`src/rtl/prdg_pkg.sv`:
```
// Shared widths, register codes, reset values and helpers of the primary ray
// direction generator. No dependencies.
`default_nettype none

package prdg_pkg;

    localparam int PIXEL_BITS = 12;
    localparam int COEF_BITS  = 16;
    localparam int DIR_BITS   = 16;
    localparam int LANE_BITS  = 16;
    localparam int ROW_BITS   = 64;
    localparam int IMG_BITS   = 24;

    localparam int COEF_FRAC = COEF_BITS - 4;
    localparam int DIR_FRAC  = DIR_BITS - 2;
    localparam int NDC_FRAC  = 16;

    localparam int NDC_MAG_W = PIXEL_BITS + 1 + NDC_FRAC;
    localparam int U_W       = NDC_MAG_W + 1;
    localparam int PROD_W    = COEF_BITS + U_W;
    localparam int KSUM_W    = COEF_BITS + 1;
    localparam int T_W       = PROD_W + 2;
    localparam int MAG_W     = T_W - 1;
    localparam int POS_W     = $clog2(MAG_W);

    localparam int A_W      = 30;
    localparam int NORM_POS = A_W - 1;
    localparam int SQ_W     = 2 * A_W;
    localparam int SUM_W    = SQ_W + 2;
    localparam int LEN_W    = SUM_W / 2;
    localparam int SQRT_W   = SUM_W + 1;

    localparam int DIV_NUM_W = A_W + DIR_FRAC + 1;
    localparam int DIV_DEN_W = LEN_W;
    localparam int DIV_Q_W   = NDC_MAG_W;
    localparam int DIV_CMP_W = DIV_DEN_W + DIV_Q_W;

    localparam int VPROD_W = COEF_BITS + DIR_BITS;
    localparam int VSUM_W  = VPROD_W + 2;
    localparam int RND_W   = VSUM_W + 1;
    localparam int DIR_ONE = 1 << DIR_FRAC;

    localparam int CFG_IDX_W  = 4;
    localparam int CFG_DATA_W = 64;

    localparam logic [CFG_IDX_W-1:0] CFG_IMAGE_SIZE = 4'd0;
    localparam logic [CFG_IDX_W-1:0] CFG_PROJ_ROW0  = 4'd1;
    localparam logic [CFG_IDX_W-1:0] CFG_PROJ_ROW1  = 4'd2;
    localparam logic [CFG_IDX_W-1:0] CFG_PROJ_ROW2  = 4'd3;
    localparam logic [CFG_IDX_W-1:0] CFG_PROJ_ROW3  = 4'd4;
    localparam logic [CFG_IDX_W-1:0] CFG_VIEW_ROW0  = 4'd5;
    localparam logic [CFG_IDX_W-1:0] CFG_VIEW_ROW1  = 4'd6;
    localparam logic [CFG_IDX_W-1:0] CFG_VIEW_ROW2  = 4'd7;

    localparam logic [IMG_BITS-1:0] IMAGE_SIZE_RST = 24'd4097;
    localparam logic [ROW_BITS-1:0] ROW0_RST = 64'd4096;
    localparam logic [ROW_BITS-1:0] ROW1_RST = 64'd268435456;
    localparam logic [ROW_BITS-1:0] ROW2_RST = 64'd17592186044416;
    localparam logic [ROW_BITS-1:0] ROW3_RST = 64'd1152921504606846976;

    function automatic logic signed [COEF_BITS-1:0] coef_lane(
        input logic [ROW_BITS-1:0] row,
        input int unsigned         idx
    );
        return $signed(row[LANE_BITS*idx +: COEF_BITS]);
    endfunction

endpackage

`default_nettype wire

```
`src/rtl/prdg_sqrt.sv`:
```
// Pipelined floor integer square root, one root bit per stage.
// Depends on prdg_pkg.
`default_nettype none

module prdg_sqrt
    import prdg_pkg::*;
(
    input  wire logic             clk,
    input  wire logic             en,
    input  wire logic [SUM_W-1:0] rad,
    output logic      [LEN_W-1:0] root
);

    logic [SQRT_W-1:0] rem_reg [LEN_W];
    logic [LEN_W-1:0]  root_reg [LEN_W];

    for (genvar g = 0; g < LEN_W; g++)
    begin : g_stage
        localparam int BIT = LEN_W - 1 - g;
        logic [SQRT_W-1:0] rem_in;
        logic [SQRT_W-1:0] trial;
        logic [SQRT_W-1:0] rem_next;
        logic [LEN_W-1:0]  root_in;
        logic [LEN_W-1:0]  root_next;

        if (g == 0)
        begin : g_first
            assign rem_in  = SQRT_W'(rad);
            assign root_in = '0;
        end
        else
        begin : g_rest
            assign rem_in  = rem_reg[g-1];
            assign root_in = root_reg[g-1];
        end

        assign trial = (SQRT_W'(root_in) << (BIT + 1)) + (SQRT_W'(1) << (2 * BIT));

        always_comb
        begin
            if (rem_in >= trial)
            begin
                rem_next  = rem_in - trial;
                root_next = root_in | (LEN_W'(1) << BIT);
            end
            else
            begin
                rem_next  = rem_in;
                root_next = root_in;
            end
        end

        always_ff @(posedge clk)
        begin
            if (en)
            begin
                rem_reg[g]  <= rem_next;
                root_reg[g] <= root_next;
            end
        end
    end

    assign root = root_reg[LEN_W-1];

endmodule

`default_nettype wire

```
`config.mk`:
```
export PLATFORM = sky130hd
export DESIGN_NAME = prdg_sqrt
export DESIGN_NICKNAME = d
export VERILOG_FILES = /design/src/rtl/prdg_pkg.sv /design/src/rtl/prdg_sqrt.sv
export SDC_FILE = /design/constraint.sdc
export NUM_CORES = 2
export LEC_CHECK = 0
export BUFFER_PORTS_ARGS = -buffer_cell sky130_fd_sc_hd__clkbuf_2
export CORE_MARGIN = 10
export CORE_UTILIZATION = 30
export CTS_CLUSTER_DIAMETER = 200
export DETAILED_ROUTE_END_ITERATION = 12
export PLACE_DENSITY = 0.45
export SYNTH_ARGS = -nofsm -noshare
export SYNTH_HDL_FRONTEND = slang
export SYNTH_SLANG_ARGS = --single-unit
```
`constraint.sdc`:
```
create_clock -name clk -period 8.7 [get_ports clk]
set_input_delay 1.305 -clock clk [delete_from_list [all_inputs] [get_ports clk]]
set_output_delay 1.305 -clock clk [all_outputs]
set_load 0.1 [all_outputs]
```
### Yosys cells after proc, flatten, opt, wreduce, memory -nomap -nowiden

Memory sizes are Yosys's and may differ from the RTL's.
Index checks and enable logic that the tools add are counted.

* add/subtract/negate cells: 61
* order comparisons: 31
* mux-type cells: 64

Operators with widths (number)
* 63-bit 2-to-1 mux: 31
* 63-bit by 33-bit >= comparator with 1-bit output: 1
* 63-bit by 34-bit >= comparator with 1-bit output: 1
* 63-bit by 35-bit >= comparator with 1-bit output: 1
* 63-bit by 36-bit >= comparator with 1-bit output: 1
* 63-bit by 37-bit >= comparator with 1-bit output: 1
* 63-bit by 38-bit >= comparator with 1-bit output: 1
* 63-bit by 39-bit >= comparator with 1-bit output: 1
* 63-bit by 40-bit >= comparator with 1-bit output: 1
* 63-bit by 41-bit >= comparator with 1-bit output: 1
* 63-bit by 42-bit >= comparator with 1-bit output: 1
* 63-bit by 43-bit >= comparator with 1-bit output: 1
* 63-bit by 44-bit >= comparator with 1-bit output: 1
* 63-bit by 45-bit >= comparator with 1-bit output: 1
* 63-bit by 46-bit >= comparator with 1-bit output: 1
* 63-bit by 47-bit >= comparator with 1-bit output: 1
* 63-bit by 48-bit >= comparator with 1-bit output: 1
* 63-bit by 49-bit >= comparator with 1-bit output: 1
* 63-bit by 50-bit >= comparator with 1-bit output: 1
* 63-bit by 51-bit >= comparator with 1-bit output: 1
* 63-bit by 52-bit >= comparator with 1-bit output: 1
* 63-bit by 53-bit >= comparator with 1-bit output: 1
* 63-bit by 54-bit >= comparator with 1-bit output: 1
* 63-bit by 55-bit >= comparator with 1-bit output: 1
* 100 further kinds: 102

* bits in registers: 0
* bits in writable memories: 2914
* input port bits: 64
* output and inout bits: 31
* word-level logic and storage cells: 158
* memories: 2

Memory list
* rem_reg: depth 31, width 63, read ports 30, clocked after memory_dff 0, write ports 31, RTL line prdg_sqrt.sv:14 `logic [SQRT_W-1:0] rem_reg [LEN_W];`
* root_reg: depth 31, width 31, read ports 31, clocked after memory_dff 0, write ports 31, RTL line prdg_sqrt.sv:15 `logic [LEN_W-1:0] root_reg [LEN_W];`

### Logic depth before layout (Yosys ltp)

An unclocked memory read counts as a cell.

* depth in word-level cells: 4
* depth in mapped cells: 15
* depth with buffers taken out: 12

### Least setup slack after synthesis

Ideal clock, no wire load.

* path type: register to register
* start point: memory rem_reg[1][401] in the netlist's numbering
* end point: memory rem_reg[1][495] in the netlist's numbering (data pin)
* arrival: 3.654 ns
* required time: 8.441 ns
* slack: 4.787 ns
* stages on the path, launching flop included: 12
* clock period less this slack: 3.913 ns
* cells stage by stage: edfxtp_1 -> ha_1 -> or4b_1 -> or4_1 -> or4_1 -> nand4b_1 -> or2_2 -> nor3_2 -> or4_1 -> buf_2 -> or4_4 -> xnor2_2

RTL lines (RTL line)
* start: declaration: prdg_sqrt.sv:14

==> reports/metrics.cfg <==
[clock_tree]
cts.repair.resized=0
clkTransAtPathRegs_ps=60
htreeDepth=5
postCtsSetupBuffers=0
ctsRootBufferMaster=clkbuf_16
insertion_delay_ps=910
clockBufferDepth=4
hold_buffers=0
cts_sinks=2386
cts_buffers=283
cts_tree=built

[synthesis]
ys_ff_latch=2386
synth_top_area_share_pct=62.3
yosysWarnings=0
syn_inst=9165
synth_top_cell_by_area=edfxtp_1
yosys.cell_count.top_type=edfxtp_1
synth_common_cells=edfxtp_1, inv_1, nor2_1, a21oi_1, nand2_1
synth_cell_types=91
syn-num-nets=9754
synth_edf_count=2386
avgSynthCellArea_um2=12.5
syn-cell-area_mm2=0.115
async_flop_share_pct=0
synthTopCellsByArea=edfxtp_1, ha_1, xnor2_1, xor2_1, a21oi_1
synth-seq-area-share_pct=62.3
ys.flop_type=edfxtp_1

[grt]
grt_first_pass_wirelength_um=459000
grt_max_degree=211
grt_pass1_vias=72205
grt.total_usage_pct=14.5
antenna_found_initial=11
overflow=0

[timing]
period_share_pct=56.1
slew_headroom_pct=1.89
period_needed_ps=4880
slew_violations=0
rsz0062_at_grt=false
max_freq_mhz=205
tightestPinTransition_ps=1460
fin_tns_setup_ps=0
skew_ps=80.6
setup_viol=0
hold_viol_final=0

[detailed_routing]
viasPerCell=5.01
vias=73497
drt_first_pass_iters=6
drt_iter0_drc=6794
routed_wl_um=308000
antenna_left=0
wl_per_cell_um=21.0
drc=0

[placement]
dp.cells=14152
gp_congestion=0.888
place_hpwl_um=233000
port_buffers=94

[critical_path]
critPathMaxStageDelay_ps=930
critPathLaunchType=flip-flop
path_buf_inv=1
worstPathRequired_ps=9350
path_class=reg -> reg
crit_fanout=64
crit_path_end_kind=flip-flop
arrival_ps=5530
crit_family=simple AND/OR/NAND/NOR gates
crit_path_top_delay_cell=nor4_1
path_cells=ha_1, nand4_1, nor4_1, nand4b_1, or4_1, nand4b_1, a31oi_4, buf_4, a311oi_2, nand4_1, xnor2_1

[floorplanning]
die_w_um=639
row_count=227
core_mm2=0.382
ioPinCount=95
die_h_um=639
start_util_pct=30.1
die_area_mm2=0.409

[outcome]
violations=max-capacitance violations
status=finished, violations left

[layout]
regArea_mm2=0.0716
finalNonFillerCells=14660
largest_register_ffs=1890
fin_nets=9988
multi_input_area_mm2=0.0403
nFillCells=37242
drive_gt1_share_pct=7.51
syn_to_final_growth_pct=13.9

[worst_hold_path]
hold_path.class=reg -> reg

[power_and_ir_drop]
power.density_mw_per_mm2=265
vdd_drop_max_mv=0.167
power.leakage_uw=0.0479

[run]
maxCapViolations=1

==> metal layers <==
layer  up-vias  routed length (um)  GRT usage [%]
met4         0                7170           3.50
met3       401               16500           2.23
met5         -                   0              0
met1     36227              137000           19.5
li1      34983                   -              -
met2      1886              148000           24.4
==> worst paths after layout <==
check                                                 from                         end  slack (ps)  cells after the start
worst min register to register  root_reg[1][284]$_DFFE_PP_  root_reg[1][315]$_DFFE_PP_         430                      0
worst min-delay path            root_reg[1][284]$_DFFE_PP_  root_reg[1][315]$_DFFE_PP_         430                      0
worst max register to register   rem_reg[1][777]$_DFFE_PP_   rem_reg[1][872]$_DFFE_PP_        3820                     11
worst max-delay path             rem_reg[1][777]$_DFFE_PP_   rem_reg[1][872]$_DFFE_PP_        3820                     11
==> where the power goes <==
part | total (uW) | switching, uW | internal (uW)
Sequential | 15800 | 1250 | 14600
Clock | 11800 | 4840 | 7000
Combinational | 7110 | 4300 | 2810
==> worst reg2reg max path, delay by kind of cell, from the launching register on <==
kind / cells / cell delay [ps]
buffers and inverters: 1 / 330
AOI/OAI and AO/OA: 2 / 870
and+or+nand+nor: 6 / 2420
adders and majority gates: 1 / 480
DFF: 1 / 390
xor gates and xnor gates: 1 / 170
==> kinds of logic (layout without fill, tap and decap cells) <==
group | count (synthesis) | count (layout) | synth area share (%)
simple gates | 2737 | 2737 | 12.5
mux | 96 | 96 | 0.928
compound gates | 1706 | 1706 | 9.18
buf+inv | 853 | 1305 | 2.80
other cells | 0 | 5 | 0
xor+xnor | 862 | 862 | 6.57
flops | 2386 | 2386 | 62.3
fa+ha+maj | 525 | 525 | 5.71
==> stage by stage <==
stage          cell area [um2]  total power [uW]  hold slack (ps)  setup WS [ps]  util [%]
6_report                131000             34800              430           3820      34.3
3_3_place_gp            122000             23100              430           4070      31.9
3_5_place_dp            122000             23100              430           3980      31.9
5_1_grt                 131000             36500              447           3610      34.3
2_1_floorplan           115000             20500              417           4790         -
4_1_cts                 131000             35200              439           3960      34.3
==> area by class of cell <==
cell class / instances / share of cell area (%)
multi-input cells: 5926 / 30.8
clock inverters: 181 / 1.47
inverters: 656 / 1.88
clock buffers: 322 / 5.57
well taps: 5038 / 4.81
diodes: 5 / 0.00955
repair buffers: 146 / 0.793
flip-flops and latches: 2386 / 54.7
==> layout by cell type (no fill, tap or decap), types with 110 or more instances in the layout <==
| cell | instances |
|---|---|
| nand2b_1 | 110 |
| xor2_1 | 387 |
| nand3_1 | 150 |
| a21o_1 | 212 |
| edfxtp_1 | 2386 |
| nor2_1 | 619 |
| o21ai_0 | 411 |
| nand4_1 | 155 |
| nor3_1 | 260 |
| a21oi_1 | 570 |
| inv_1 | 654 |
| xnor2_1 | 474 |
| nand2_1 | 528 |
| ha_1 | 525 |
| nor4_1 | 346 |
| clkbuf_16 | 286 |
No activity file was read; power rests on OpenSTA's default activity.
